File: config.mk
export PLATFORM = sky130hd
export DESIGN_NAME = memory_bus_decode_and_conflict_core
export DESIGN_NICKNAME = d
export VERILOG_FILES = /design/src/mbdc_pkg.sv /design/src/memory_bus_decode_and_conflict_core.sv /design/src/mbdc_decode.sv /design/src/mbdc_dma_state.sv
export SDC_FILE = /design/constraint.sdc
export NUM_CORES = 1
export LEC_CHECK = 0
export ABC_AREA = 1
export CELL_PAD_IN_SITES_DETAIL_PLACEMENT = 0
export CELL_PAD_IN_SITES_GLOBAL_PLACEMENT = 2
export CORE_MARGIN = 5
export CORE_UTILIZATION = 39
export DETAILED_ROUTE_END_ITERATION = 10
export DONT_BUFFER_PORTS = 1
export PLACE_DENSITY_LB_ADDON = 0.1
export SYNTH_ARGS = -nofsm -noshare
export SYNTH_HDL_FRONTEND = slang
export SYNTH_HIERARCHICAL = 1
export SYNTH_SLANG_ARGS = --single-unit
File: constraint.sdc
create_clock -name clk_i -period 3 [get_ports clk_i]
set_input_delay 0.15 -clock clk_i [delete_from_list [all_inputs] [get_ports clk_i]]
set_output_delay 0.15 -clock clk_i [all_outputs]
set_load 0.01 [all_outputs]
File: src/mbdc_pkg.sv
// Types, codes and decode helpers shared by the memory bus decoder.
package mbdc_pkg;

  typedef enum logic [1:0] {
    ReqCpuRead  = 2'd0,
    ReqCpuWrite = 2'd1,
    ReqPpuRead  = 2'd2,
    ReqDmaCopy  = 2'd3
  } req_e;

  typedef enum logic [3:0] {
    RgBank0  = 4'd0,
    RgBank1  = 4'd1,
    RgVram   = 4'd2,
    RgExtram = 4'd3,
    RgWram   = 4'd4,
    RgEcho   = 4'd5,
    RgOam    = 4'd6,
    RgUnused = 4'd7,
    RgIo     = 4'd8,
    RgHram   = 4'd9
  } region_e;

  typedef enum logic [2:0] {
    TgNone = 3'd0,
    TgCart = 3'd1,
    TgVram = 3'd2,
    TgWram = 3'd3,
    TgOam  = 3'd4,
    TgIo   = 3'd5,
    TgHram = 3'd6
  } target_e;

  typedef enum logic [1:0] {
    BusExt  = 2'd0,
    BusVram = 2'd1,
    BusNone = 2'd2
  } bus_e;

  localparam logic [1:0]  ModeOamSearch = 2'd2;
  localparam logic [1:0]  ModeDrawing   = 2'd3;
  localparam logic [15:0] OamBase       = 16'hFE00;
  localparam logic [7:0]  OamBytes      = 8'd160;
  localparam logic [15:0] EchoOffset    = 16'h2000;
  localparam logic [7:0]  ByteOpenBus   = 8'hFF;

  typedef struct packed {
    req_e        req;
    logic [15:0] address;
    logic [7:0]  dma_dest_offset;
    logic [7:0]  write_data;
    logic [1:0]  lcd_mode;
    logic        dma_active;
    logic [7:0]  target_data;
  } in_beat_t;

  typedef struct packed {
    region_e     region;
    target_e     read_target;
    logic [15:0] read_addr;
    target_e     write_target;
    logic [15:0] write_addr;
    logic [7:0]  write_value;
    logic [7:0]  read_value;
    logic        lcd_blocked;
    logic        dma_blocked;
  } out_beat_t;

  typedef struct packed {
    bus_e       bus;
    logic [7:0] last;
  } dma_st_t;

  typedef struct packed {
    logic    en;
    dma_st_t val;
  } dma_upd_t;

  function automatic region_e region_of(input logic [15:0] a);
    region_e rg;
    if (a < 16'h4000)                       rg = RgBank0;
    else if (a < 16'h8000)                  rg = RgBank1;
    else if (a < 16'hA000)                  rg = RgVram;
    else if (a < 16'hC000)                  rg = RgExtram;
    else if (a < 16'hE000)                  rg = RgWram;
    else if (a < 16'hFE00)                  rg = RgEcho;
    else if (a < 16'hFEA0)                  rg = RgOam;
    else if (a < 16'hFF00)                  rg = RgUnused;
    else if (a < 16'hFF80 || a == 16'hFFFF) rg = RgIo;
    else                                    rg = RgHram;
    return rg;
  endfunction

  function automatic target_e target_of(input region_e rg);
    target_e tg;
    case (rg)
      RgBank0, RgBank1, RgExtram: tg = TgCart;
      RgVram:                     tg = TgVram;
      RgWram, RgEcho:             tg = TgWram;
      RgOam:                      tg = TgOam;
      RgIo:                       tg = TgIo;
      RgHram:                     tg = TgHram;
      default:                    tg = TgNone;
    endcase
    return tg;
  endfunction

endpackage

File: src/memory_bus_decode_and_conflict_core.sv
// Top level of the memory bus decoder: input register, decode, result register.
//
//   channel | direction | handshake                    | payload
//   --------+-----------+------------------------------+-----------------------------------
//   in      | in        | in_valid_i / in_stall_o      | req_type_i .. target_data_i
//   out     | out       | out_valid_o / out_stall_i    | region_o .. dma_blocked_o
//
// One beat per cycle sustained while out_stall_i stays low; a beat passes the input
// register, then one pass of decode and conflict logic into the result register.
// Reset clears both valid flags and puts the DMA state at bus not defined,
// last byte 0xFF. No clearing pass is needed.
// in_stall_o rises only while the input register holds a beat and the result
// register is full and stalled; a stalled result holds its value.
module memory_bus_decode_and_conflict_core import mbdc_pkg::*; (
  input  logic        clk_i,
  input  logic        rst_ni,
  input  logic        in_valid_i,
  output logic        in_stall_o,
  input  logic [1:0]  req_type_i,
  input  logic [15:0] address_i,
  input  logic [7:0]  dma_dest_offset_i,
  input  logic [7:0]  write_data_i,
  input  logic [1:0]  lcd_mode_i,
  input  logic        dma_active_i,
  input  logic [7:0]  target_data_i,
  output logic        out_valid_o,
  input  logic        out_stall_i,
  output logic [3:0]  region_o,
  output logic [2:0]  read_target_o,
  output logic [15:0] read_addr_o,
  output logic [2:0]  write_target_o,
  output logic [15:0] write_addr_o,
  output logic [7:0]  write_value_o,
  output logic [7:0]  read_value_o,
  output logic        lcd_blocked_o,
  output logic        dma_blocked_o
);

  logic      in_valid_q, out_valid_q;
  in_beat_t  in_q;
  out_beat_t out_q, res;
  dma_st_t   dma_st;
  dma_upd_t  upd;
  logic      out_free, advance, in_take;

  // Result register can load when empty or when its beat leaves now.
  assign out_free   = !out_valid_q || !out_stall_i;
  assign advance    = in_valid_q && out_free;
  assign in_stall_o = in_valid_q && !out_free;
  assign in_take    = in_valid_i && !in_stall_o;

  always_ff @(posedge clk_i or negedge rst_ni) begin
    if (!rst_ni) begin
      in_valid_q <= 1'b0;
    end else if (!in_stall_o) begin
      in_valid_q <= in_valid_i;
    end
  end

  always_ff @(posedge clk_i) begin
    if (in_take) begin
      in_q.req             <= req_e'(req_type_i);
      in_q.address         <= address_i;
      in_q.dma_dest_offset <= dma_dest_offset_i;
      in_q.write_data      <= write_data_i;
      in_q.lcd_mode        <= lcd_mode_i;
      in_q.dma_active      <= dma_active_i;
      in_q.target_data     <= target_data_i;
    end
  end

  mbdc_decode u_decode (
    .beat_i   (in_q),
    .dma_st_i (dma_st),
    .res_o    (res),
    .upd_o    (upd)
  );

  // Commit DMA state only when the copy beat moves into the result register.
  mbdc_dma_state u_dma_state (
    .clk_i  (clk_i),
    .rst_ni (rst_ni),
    .en_i   (advance && upd.en),
    .st_i   (upd.val),
    .st_o   (dma_st)
  );

  always_ff @(posedge clk_i or negedge rst_ni) begin
    if (!rst_ni) begin
      out_valid_q <= 1'b0;
    end else if (out_free) begin
      out_valid_q <= in_valid_q;
    end
  end

  always_ff @(posedge clk_i) begin
    if (advance) begin
      out_q <= res;
    end
  end

  assign out_valid_o    = out_valid_q;
  assign region_o       = out_q.region;
  assign read_target_o  = out_q.read_target;
  assign read_addr_o    = out_q.read_addr;
  assign write_target_o = out_q.write_target;
  assign write_addr_o   = out_q.write_addr;
  assign write_value_o  = out_q.write_value;
  assign read_value_o   = out_q.read_value;
  assign lcd_blocked_o  = out_q.lcd_blocked;
  assign dma_blocked_o  = out_q.dma_blocked;

  a_stall_only_when_full: assert property (@(posedge clk_i) disable iff (!rst_ni)
    in_stall_o |-> (out_valid_o && out_stall_i))
    else $error("input stalled while result register can load");

  a_one_conflict: assert property (@(posedge clk_i) disable iff (!rst_ni)
    out_valid_o |-> !(lcd_blocked_o && dma_blocked_o))
    else $error("both conflict flags set");

  a_ppu_block_no_target: assert property (@(posedge clk_i) disable iff (!rst_ni)
    (out_valid_o && lcd_blocked_o) |->
      (read_target_o == TgNone && write_target_o == TgNone))
    else $error("PPU-blocked access still selects a target");

  a_no_write_clean: assert property (@(posedge clk_i) disable iff (!rst_ni)
    (out_valid_o && write_target_o == TgNone) |->
      (write_addr_o == 16'h0000 && write_value_o == 8'h00))
    else $error("dropped write carries address or data");

endmodule

File: src/mbdc_decode.sv
// Region decode, target selection and conflict rules for one bus access.
module mbdc_decode import mbdc_pkg::*; (
  input  in_beat_t  beat_i,
  input  dma_st_t   dma_st_i,
  output out_beat_t res_o,
  output dma_upd_t  upd_o
);

  region_e     rg;
  target_e     tg;
  logic [15:0] maddr;
  logic        cart, dma_ext, dma_vram, ppu_vram, ppu_oam;
  logic        pc, dc;
  logic [7:0]  dma_byte;

  always_comb begin
    rg       = region_of(beat_i.address);
    tg       = target_of(rg);
    maddr    = (rg == RgEcho) ? beat_i.address - EchoOffset : beat_i.address;
    cart     = (tg == TgCart);
    dma_ext  = beat_i.dma_active && (dma_st_i.bus == BusExt);
    dma_vram = beat_i.dma_active && (dma_st_i.bus == BusVram);
    ppu_vram = (beat_i.lcd_mode == ModeDrawing);
    ppu_oam  = (beat_i.lcd_mode == ModeOamSearch) || (beat_i.lcd_mode == ModeDrawing);

    // CPU blocking: reads check DMA first, writes check the PPU first.
    pc = 1'b0;
    dc = 1'b0;
    if (cart) begin
      dc = dma_ext;
    end else if (rg == RgVram) begin
      if (beat_i.req == ReqCpuRead) begin
        dc = dma_vram;
        pc = !dma_vram && ppu_vram;
      end else begin
        pc = ppu_vram;
        dc = !ppu_vram && dma_vram;
      end
    end else if (rg == RgOam) begin
      if (beat_i.req == ReqCpuRead) begin
        dc = beat_i.dma_active;
        pc = !beat_i.dma_active && ppu_oam;
      end else begin
        pc = ppu_oam;
        dc = !ppu_oam && beat_i.dma_active;
      end
    end

    res_o              = '0;
    res_o.region       = rg;
    res_o.read_target  = TgNone;
    res_o.write_target = TgNone;
    res_o.read_value   = ByteOpenBus;
    upd_o              = '0;
    upd_o.val.bus      = BusNone;
    dma_byte           = ByteOpenBus;

    case (beat_i.req)
      ReqCpuRead: begin
        res_o.lcd_blocked = pc;
        res_o.dma_blocked = dc;
        if (dc) begin
          res_o.read_value = (rg == RgOam) ? ByteOpenBus : dma_st_i.last;
        end else if (!pc && tg != TgNone) begin
          res_o.read_target = tg;
          res_o.read_addr   = maddr;
          res_o.read_value  = beat_i.target_data;
        end
      end
      ReqCpuWrite: begin
        res_o.lcd_blocked = pc;
        res_o.dma_blocked = dc;
        res_o.read_value  = '0;
        if (!dc && !pc && tg != TgNone) begin
          res_o.write_target = tg;
          res_o.write_addr   = maddr;
          res_o.write_value  = beat_i.write_data;
        end
      end
      ReqPpuRead: begin
        if (rg == RgVram) begin
          if (dma_vram) begin
            res_o.dma_blocked = 1'b1;
            res_o.read_value  = dma_st_i.last;
          end else begin
            res_o.read_target = TgVram;
            res_o.read_addr   = beat_i.address;
            res_o.read_value  = beat_i.target_data;
          end
        end else if (rg == RgOam) begin
          if (beat_i.dma_active) begin
            res_o.dma_blocked = 1'b1;
          end else begin
            res_o.read_target = TgOam;
            res_o.read_addr   = beat_i.address;
            res_o.read_value  = beat_i.target_data;
          end
        end
      end
      default: begin
        // DMA copy: source read, OAM write, state update
        upd_o.en = 1'b1;
        if (cart || rg == RgVram || rg == RgWram) begin
          res_o.read_target = tg;
          res_o.read_addr   = beat_i.address;
          dma_byte          = beat_i.target_data;
        end
        if (cart)              upd_o.val.bus = BusExt;
        else if (rg == RgVram) upd_o.val.bus = BusVram;
        upd_o.val.last   = dma_byte;
        res_o.read_value = dma_byte;
        if (beat_i.dma_dest_offset < OamBytes) begin
          res_o.write_target = TgOam;
          res_o.write_addr   = OamBase + {8'h00, beat_i.dma_dest_offset};
          res_o.write_value  = dma_byte;
        end
      end
    endcase
  end

endmodule

File: src/mbdc_dma_state.sv
// DMA source bus and last copied byte, updated by each DMA copy beat.
module mbdc_dma_state import mbdc_pkg::*; (
  input  logic     clk_i,
  input  logic     rst_ni,
  input  logic     en_i,
  input  dma_st_t  st_i,
  output dma_st_t  st_o
);

  dma_st_t st_q;

  always_ff @(posedge clk_i or negedge rst_ni) begin
    if (!rst_ni) begin
      st_q.bus  <= BusNone;
      st_q.last <= ByteOpenBus;
    end else if (en_i) begin
      st_q <= st_i;
    end
  end

  assign st_o = st_q;

endmodule
==> reports/results.txt, run 1 <==
number of global-route vias before repair = 4520
Cells on Worst Hold Path = 2
actual slew at the worst max-slew pin = 0.9678 ns
Worst-path clk slew = 0.06 ns
yosys warns = 6
cells after synthesis = 576
Logic pwr share = 11.3%
Largest delay share family, worst path = simple AND/OR/NAND/NOR gates
num rows = 44
maxcap violations = 0
Yosys top cell by area = edfxtp_1
minimum clock period = 2.674 ns
CP max stage delay = 0.63 ns
drt pass-1 iters = 5
Synth Net Count = 626
internal power = 3.280 mW
sequential element share of the synthesized area = 61.19%
worst r2r path cells = 12
FFs w/ async S/R, synth = 10.26%
Clk Latency, worst-skew pair = 0.42 ns
Slew HR = 35.24%
clk sinks = 117
drt wl/cell = 20.26 µm
number of synthesized register bits = 117
CP arrival = 2.84 ns
Setup-failing EPs final = 0
max-slew violation count = 0
final clock skew = 0.008009 ns
layout cells sized above 1 = 13.12%
most frequent cells after synthesis = nand2_1 (147), edfxtp_1 (105), nand3_1 (76), inv_1 (60), nand4_1 (37)
H-tree depth = 4
CP Capture Type = flop
die area = 0.01703 mm²
Fin. Hold Viols = 0
IO Pins = 111
outcome = complete, no violations
routability cong. = 0.8547
Final Cycle Share = 89.15%
global-route usage over all layers = 20.46%
Crit-path slowest cell = edfxtp_1
setup TNS = 0 ns
clk buf depth = 2
Num CTS Buffers = 17
Initial Utilization = 39.40%
stages on the worst setup path = 12
routed via count = 4453
worst-path fanout max = 25
ant diodes = 0
initial drt markers = 352
Die Y-Extent = 130.5 µm
Buf/Inv on CP = 3
P&R area growth vs syn = 22.08%
EDFF count, synth = 105
Fmax = 0.3739 GHz
Tightest Hold Check Type = in2reg
clock power share = 40.6%
Switch Pwr = 1.193 mW
Root Driver = clkbuf_16
I/O Buffers = 0
grt ovf = 0
Mapped Area = 0.005662 mm²
VDD IR-drop max = 0.3719 mV
syn avg cell area = 9.829 µm²
CTS tree = built
Sw Share = 26.67%
die span in x = 130.5 µm
first-pass GRT wire length = 25820 µm
critical path type = reg2reg
final WL = 16860 µm
Core Area = 0.01437 mm²
Post-DRT Antenna Nets = 0
most common cell in the netlist = nand2_1
RSZ-0062 raised after global routing = no
final core utilization = 48.10%
WP data required = 3.16 ns
hpwl dp = 11370 µm
DR DRC count = 0
Leak = 2.878 nW
sequential cell fraction of total power = 48.1%
initial antenna violation count = 0
Power per Cell Area = 647.2 mW/mm²
crit path launch type = flop
critical-path cell list = inv_1 -> nor3_1 -> inv_1 -> a31oi_1 -> nand4_2 -> nand2_1 -> nand2_2 -> buf_4 -> nand3_1 -> nand2_1 -> nand2_1 -> nand2_1
pin count of the biggest net entering global routing = 37
post-synth cell types = 33
cell mode on critical path = nand2_1
nets@finish = 688
Yosys top cell area share = 55.69%
Layout fillers = 1365
Final Hold Slack = 0.09920 ns
DR vias/cell = 5.352
largest cells by area after synthesis = edfxtp_1 (56%), nand2_1 (9.7%), nand3_1 (6.7%)
Main synth FF type = edfxtp_1
## flip-flops by register name, indices dropped and copies added (netlist names), 3 cells and up
name	cells
write_addr_o	16
read_addr_o	16
region_o	4
write_target_o	3
read_target_o	3
in_q	45
write_value_o	8
read_value_o	8
u_dma_state/st_o	10
## stage by stage
stage	total power [mW]	area (µm²)	cells	setup slack, ns
2_1_floorplan	2.465	5662	576	0.8274
4_1_cts	4.505	6912	832	0.3253
5_1_grt	4.667	6912	832	0.1025
3_3_place_gp	2.629	5903	754	0.3866
6_report	4.473	6912	832	0.3255
3_5_place_dp	2.640	5903	754	0.3565
## layer usage
layer / track usage (%) / routed length, µm / part of all wire, % / vias up
met2: 33.65 / 8248 / 49 / 151
met1: 25.55 / 7189 / 43 / 2145
met3: 6.098 / 1041 / 6.2 / 31
met4: 7.683 / 376 / 2.2 / 0
li1: - / - / - / 2126
met5: 0 / 0 / 0 / -
## worst paths after layout
check,startpoint,end,slack (ns)
max,in_q[8],read_target_o[2],0.33
min,in_valid_i,in_q[8],0.1
max reg2reg,in_q[8],read_target_o[2],0.33
min reg2reg,u_dma_state/st_o[4],u_dma_state/st_o[4],0.47
max in group asynchronous,rst_ni,u_dma_state/st_o[0],2.45
min in group asynchronous,rst_ni,u_dma_state/st_o[8],0.17
## worst register-to-register path: cells and delay by family, from the launching register on
kind	cells	cell delay [ns]
AND/OR/NAND/NOR	8	1.04
flip-flops	1	0.63
buffers and inverters	3	0.54
AO/OA/AOI/OAI	1	0.22
## logic make-up after synthesis
kind of cell / share of synthesized area [%]
adders and majority gates: 0.2210
and+or+nand+nor: 25.92
DFF: 61.19
buffers and inverters: 6.917
AOI/OAI and AO/OA: 5.746
## placed cells by master (no fill, tap or decap), drive strengths merged, types with 2 or more instances in the layout
master	count
nand2	153
edfxtp	105
nand3	78
inv	64
dlygate4sd3	49
nand4	38
o21ai	27
nor2	27
buf	19
clkbuf	17
a21oi	16
clkinv	11
dfstp	9
o31ai	8
or2	6
nor3	5
dfrtp	3
nand3b	3
clkinvlp	2
a31oi	2
## power groups by stage
| stage | logic (mW) | clock network, mW | registers [mW] |
|---|---|---|---|
| finish | 0.507 | 1.82 | 2.15 |
| floorplan | 0.322 | 0 | 2.14 |
| global route | 0.565 | 1.93 | 2.17 |
| CTS | 0.510 | 1.84 | 2.16 |
| global placement | 0.445 | 0 | 2.18 |
| detailed placement | 0.453 | 0 | 2.19 |
## layout make-up
type	instances	area, µm²	area share (%)
clock inverter	12	92.59	1.340
clock buffer	17	425.4	6.155
tap	184	230.2	3.331
timing repair buffer	68	645.6	9.341
multi-input combinational	368	1805	26.12
sequential	117	3465	50.13
inverter	66	247.7	3.584
## repair_timing
| action | in CTS | in global routing |
|---|---|---|
| gates resized for setup | 0 | 0 |
| hold buffers | 49 | 0 |
| buffers inserted | 0 | 0 |
| endpoints found under the hold margin | 59 | 0 |
Note: power is estimated with default switching activity, not from simulation.
==> inputs of run 2 (changes only) <==
--- a/config.mk
+++ b/config.mk
@@ -9,7 +9,7 @@
 export CELL_PAD_IN_SITES_DETAIL_PLACEMENT = 0
 export CELL_PAD_IN_SITES_GLOBAL_PLACEMENT = 2
 export CORE_MARGIN = 5
-export CORE_UTILIZATION = 39
+export CORE_UTILIZATION = 25
 export DETAILED_ROUTE_END_ITERATION = 10
 export DONT_BUFFER_PORTS = 1
 export PLACE_DENSITY_LB_ADDON = 0.1
==> reports/results.txt, run 2 (synthesized netlist as in run 1, its figures left out) <==
minimum clock period = 2.666 ns (-0.008347 ns)
worst r2r path cells = 11 (-1)
Largest delay share family, worst path = simple AND/OR/NAND/NOR gates
initial antenna violation count = 0 (unchanged)
Layout fillers = 2323 (+70%)
met1 Resource Use GR = 18.75% (-6.8 points)
hpwl dp = 13060 µm (+15%)
DR vias/cell = 4.639 (-13%)
Crit-path slowest cell = edfxtp_1
Final Cycle Share = 88.87% (-0.28 points)
Finished Cell Area = 0.007127 mm² (+3.1%)
Die Y-Extent = 160.5 µm (+23%)
DR DRC count = 0 (unchanged)
WP data required = 3.15 ns (about the same)
Worst-path clk slew = 0.06 ns (about the same)
Initial Utilization = 25.16% (-14 points)
R2R Path End = read_addr_o[0]
initial drt markers = 227 (-36%)
Fmax = 0.3751 GHz (+0.31%)
H-tree depth = 4 (unchanged)
num rows = 55 (+25%)
met3 usage = 3.233% (-2.9 points)
final WL = 18660 µm (+11%)
global-route usage over all layers = 14.54% (-5.9 points)
VDD IR-drop max = 0.2807 mV (-25%)
CP arrival = 2.82 ns (-0.02 ns)
Largest Register = in_q
final core utilization = 31.67% (-16 points)
I/O Buffers = 0 (unchanged)
drt wl/cell = 19.87 µm (-1.9%)
CTS tree = built
Buf/Inv on CP = 2 (-1)
final clock skew = 0.006560 ns (-0.001448 ns)
CP Capture Type = flop
ant diodes = 0 (unchanged)
Root Driver = clkbuf_16
critical path type = reg2reg
clk sinks = 117 (unchanged)
most frequent cells in the layout = nand2_1 (147), edfxtp_1 (105), nand3_1 (76)
number of flip-flops in the largest register = 45 (unchanged)
max-slew violation count = 0 (unchanged)
die span in x = 160.5 µm (+23%)
layout cells sized above 1 = 13.91% (+0.80 points)
IO Pins = 111 (unchanged)
number of global-route vias before repair = 4495 (-0.55%)
P&R area growth vs syn = 25.88%
actual slew at the worst max-slew pin = 0.7110 ns (-0.2567 ns)
Power per Cell Area = 646.2 mW/mm² (-0.15%)
final cell count without fillers = 939 (+13%)
setup TNS = 0 ns (unchanged)
Tightest Hold Check Type = in2async
Core Area = 0.02250 mm² (+57%)
Placed Cells = 858 (+14%)
Post-DRT Antenna Nets = 0 (unchanged)
CP max stage delay = 0.51 ns (-0.12 ns)
crit path launch type = flop
dpl cell area = 0.006077 mm² (+2.9%)
nets@finish = 691 (+0.44%)
grt ovf = 0 (unchanged)
pin count of the biggest net entering global routing = 37 (unchanged)
outcome = complete, no violations
GRT Max-Usage Layer = met2
clk buf depth = 2 (unchanged)
worst-path fanout max = 14 (-44%)
Slew HR = 52.44% (+17 points)
Clk Latency, worst-skew pair = 0.41 ns (about the same)
commonest non-fill, non-tap cell in the layout = nand2_1
internal reg-to-reg setup slack = 0.33 ns (about the same)
Num CTS Buffers = 17 (unchanged)
maxcap violations = 0 (unchanged)
drt pass-1 iters = 5 (unchanged)
RSZ-0062 raised after global routing = no
Fin. Hold Viols = 0 (unchanged)
r2r startpoint = in_q[42]
routability cong. = 0.8177 (-4.3%)
Leak = 2.907 nW (+0.99%)
first-pass GRT wire length = 28070 µm (+8.7%)
die area = 0.02576 mm² (+51%)
Setup-failing EPs final = 0 (unchanged)
total power = 4.606 mW (+3.0%)
met2 Use GR = 24.42% (-9.2 points)
routed via count = 4356 (-2.2%)
critical-path cell list = nand2_2 -> inv_2 -> nand2_2 -> nor2_4 -> nand2_1 -> nand3_2 -> o2111ai_4 -> inv_1 -> o21ai_0 -> nand3_1 -> nand3_1
run 2: final cells by class:
cell class	instances	area, µm²	share of cell area [%]
inverter	66	247.7	3.476
multi-input combinational	368	1805	25.33
clock buffer	17	425.4	5.969
timing repair buffer	71	693.2	9.726
clock inverter	15	133.9	1.879
tap	285	356.6	5.004
sequential	117	3465	48.61
run 2: stage by stage:
step	hold slack [ns]	setup slack [ns]
floorplan	-0.1456	0.8274
global placement	-0.1445	0.2523
detailed placement	-0.1442	0.2944
CTS	0.2367	0.2900
global route	0.2613	0.1737
finish	0.2291	0.3339
run 2: worst max-delay path by stage:
stage               slack (ns)               to  depth (start not counted)         from
detailed placement        0.29  read_value_o[6]                         13     in_q[42]
floorplan                 0.83    dma_blocked_o                          3  out_valid_o
global placement          0.25  read_value_o[6]                         13     in_q[42]
CTS                       0.29  read_value_o[6]                         13     in_q[42]
global route              0.17   read_addr_o[3]                         11     in_q[42]
finish                    0.33   read_addr_o[0]                         11     in_q[42]
run 2: report_power, final:
part | total, mW | internal, mW | switching, mW | leakage (nW)
clock | 1.93 | 1.14 | 0.786 | 0.259
sequential | 2.15 | 2.00 | 0.151 | 1.16
combinational | 0.528 | 0.182 | 0.346 | 1.48
total | 4.61 | 3.32 | 1.28 | 2.91
run 2: per-layer routing:
metal / vias up / wire (µm)
li1: 2139 / -
met1: 2086 / 8549
met2: 113 / 9123
met3: 18 / 687
met4: 0 / 295
met5: - / 0
run 2: what timing repair did:
item | 4_1_cts | 5_1_grt
hold buffers | 49 | 0
gates resized for setup | 0 | 0
buffers inserted | 0 | 0
endpoints found under the hold margin | 59 | 0
run 2: worst register-to-register path: cells and delay by family, from the launching register on:
family	cells	cell delay, ns
AND/OR/NAND/NOR	7	0.95
AO/OA/AOI/OAI	2	0.41
flip-flops	1	0.51
buffers and inverters	2	0.53
==> inputs of run 3 (changes only) <==
--- a/config.mk
+++ b/config.mk
@@ -9,7 +9,7 @@
 export CELL_PAD_IN_SITES_DETAIL_PLACEMENT = 0
 export CELL_PAD_IN_SITES_GLOBAL_PLACEMENT = 2
 export CORE_MARGIN = 5
-export CORE_UTILIZATION = 25
+export CORE_UTILIZATION = 42
 export DETAILED_ROUTE_END_ITERATION = 10
 export DONT_BUFFER_PORTS = 1
 export PLACE_DENSITY_LB_ADDON = 0.1
==> constraint.sdc (replaced) <==
create_clock -name clk_i -period 3.14 [get_ports clk_i]
set_input_delay 0.157 -clock clk_i [delete_from_list [all_inputs] [get_ports clk_i]]
set_output_delay 0.157 -clock clk_i [all_outputs]
set_load 0.01 [all_outputs]
==> reports/results.txt, run 3 (synthesized netlist as in run 1, its figures left out) <==
I/O Buffers = 0 (unchanged)
pin count of the biggest net entering global routing = 46 (+24%)
crit path launch type = flop
worst-path fanout max = 18 (+4)
dpl ws = 0.4171 ns (+0.1227 ns)
first-pass GRT wire length = 24650 µm (-12%)
Largest Register = in_q
Setup-failing EPs final = 0 (unchanged)
initial antenna violation count = 0 (unchanged)
clk sinks = 117 (unchanged)
die span in x = 126.1 µm (-21%)
Fmax = 0.3655 GHz (-2.5%)
Post-DRT Antenna Nets = 0 (unchanged)
Fin. Hold Viols = 0 (unchanged)
layout cells sized above 1 = 13.12% (-0.80 points)
minimum clock period = 2.736 ns (+0.06963 ns)
Die Y-Extent = 126.1 µm (-21%)
global-route usage over all layers = 20.23% (+5.7 points)
CTS tree = built
ant diodes = 0 (unchanged)
Tightest Hold Check Type = in2async
critical path type = reg2reg
outcome = complete, no violations
most frequent cells in the layout = nand2_1 (147), edfxtp_1 (105), nand3_1 (76)
Worst-path clk slew = 0.06 ns (about the same)
internal reg-to-reg setup slack = 0.40 ns (+0.07 ns)
Root Driver = clkbuf_16
num rows = 42 (-24%)
DR vias/cell = 5.348 (+15%)
Num CTS Buffers = 17 (unchanged)
drt pass-1 iters = 5 (unchanged)
cts hold-fix bufs = 49 (unchanged)
CP Capture Type = flop
DR DRC count = 0 (unchanged)
die area = 0.01590 mm² (-38%)
Leak = 2.915 nW (+0.27%)
Clk Latency, worst-skew pair = 0.42 ns (about the same)
VDD IR-drop max = 0.4710 mV (+68%)
worst r2r path cells = 13 (+2)
clk buf depth = 2 (unchanged)
routed via count = 4407 (+1.2%)
final core utilization = 52.98% (+21 points)
final WL = 15900 µm (-15%)
H-tree depth = 4 (unchanged)
commonest non-fill, non-tap cell in the layout = nand2_1
setup TNS = 0 ns (unchanged)
WP data required = 3.29 ns (+0.14 ns)
Slew HR = 28.53% (-24 points)
max-slew violation count = 0 (unchanged)
nets@finish = 685 (-0.87%)
grt ovf = 0 (unchanged)
initial drt markers = 367 (+62%)
maxcap violations = 0 (unchanged)
Core Area = 0.01324 mm² (-41%)
number of global-route vias before repair = 4454 (-0.91%)
final clock skew = 0.008022 ns (+0.001462 ns)
drt wl/cell = 19.29 µm (-2.9%)
Final Cycle Share = 87.13% (-1.7 points)
CP arrival = 2.88 ns (+0.06 ns)
# resized after CTS = 0 (unchanged)
Initial Utilization = 42.75% (+18 points)
routability cong. = 0.8540 (+4.4%)
actual slew at the worst max-slew pin = 1.072 ns (+0.3610 ns)
post-route setup slack = 0.4042 ns (+0.07037 ns)
Post-CTS Setup Bufs = 0 (unchanged)
number of flip-flops in the largest register = 45 (unchanged)
Power per Cell Area = 663.9 mW/mm² (+2.7%)
P&R area growth vs syn = 23.91%
hpwl dp = 10820 µm (-17%)
IO Pins = 111 (unchanged)
RSZ-0062 raised after global routing = no
[run 3: changes by cell type in the layout (fill, tap and decap cells not counted)]
| cell | change |
|---|---|
| clkinv_2 | -2 |
| buf_4 | -4 |
| bufinv_16 | +4 |
| clkinvlp_4 | -2 |
| buf_12 | -2 |
[run 3: worst paths after layout]
path / start / endpoint
min in group clk_i: target_data_i[6] / in_q[6]
min reg2reg: u_dma_state/st_o[4] / u_dma_state/st_o[4]
max: in_q[42] / read_value_o[5]
min: rst_ni / in_valid_q
max in group asynchronous: rst_ni / u_dma_state/st_o[8]
max reg2reg: in_q[42] / read_value_o[5]
[run 3: final cells by class]
class                           count  area [µm²]
Clock buffer                       17       425.4
Tap cell                          176       220.2
Sequential cell                   117        3465
Fill cell                        1216        6227
Inverter                           66       247.7
Multi-Input combinational cell    368        1805
Clock inverter                     15       229.0
Timing Repair Buffer               65       623.1
[run 3: critical path, stage by stage (launching register included)]
cell       delay, ns
edfxtp_1        0.51
nand2_2         0.18
inv_2           0.09
nand2_2         0.09
nor2_4          0.20
nand2_1         0.12
nand3_2         0.11
o2111ai_4       0.31
nor2_4          0.40
inv_2           0.12
nand2_1         0.08
nand3_1         0.06
nand2_1         0.08
nand3_1         0.09
[run 3: where the power goes]
part | internal, mW | total [mW] | switching, mW
registers | 1.91 | 2.05 | 0.138
logic | 0.163 | 0.475 | 0.313
clock network | 1.41 | 2.13 | 0.718
[run 3: layer usage]
layer,global-route usage [%],part of all wire [%],up-vias
li1,-,-,2127
met1,25.19,44,2138
met2,34.27,50,121
met3,5.038,4.2,21
met4,7.319,2.0,0
met5,0,0,-
[run 3: stage by stage]
stage	instance area, µm²	cells	total power [mW]	hold slack (ns)
after floorplan	5662	576	2.355	-0.1386
after global placement	5871	743	2.504	-0.1377
after detailed placement	5871	743	2.510	-0.1378
after CTS	7015	824	4.701	0.1998
after global routing	7015	824	4.843	0.2307
final	7015	824	4.657	0.1907
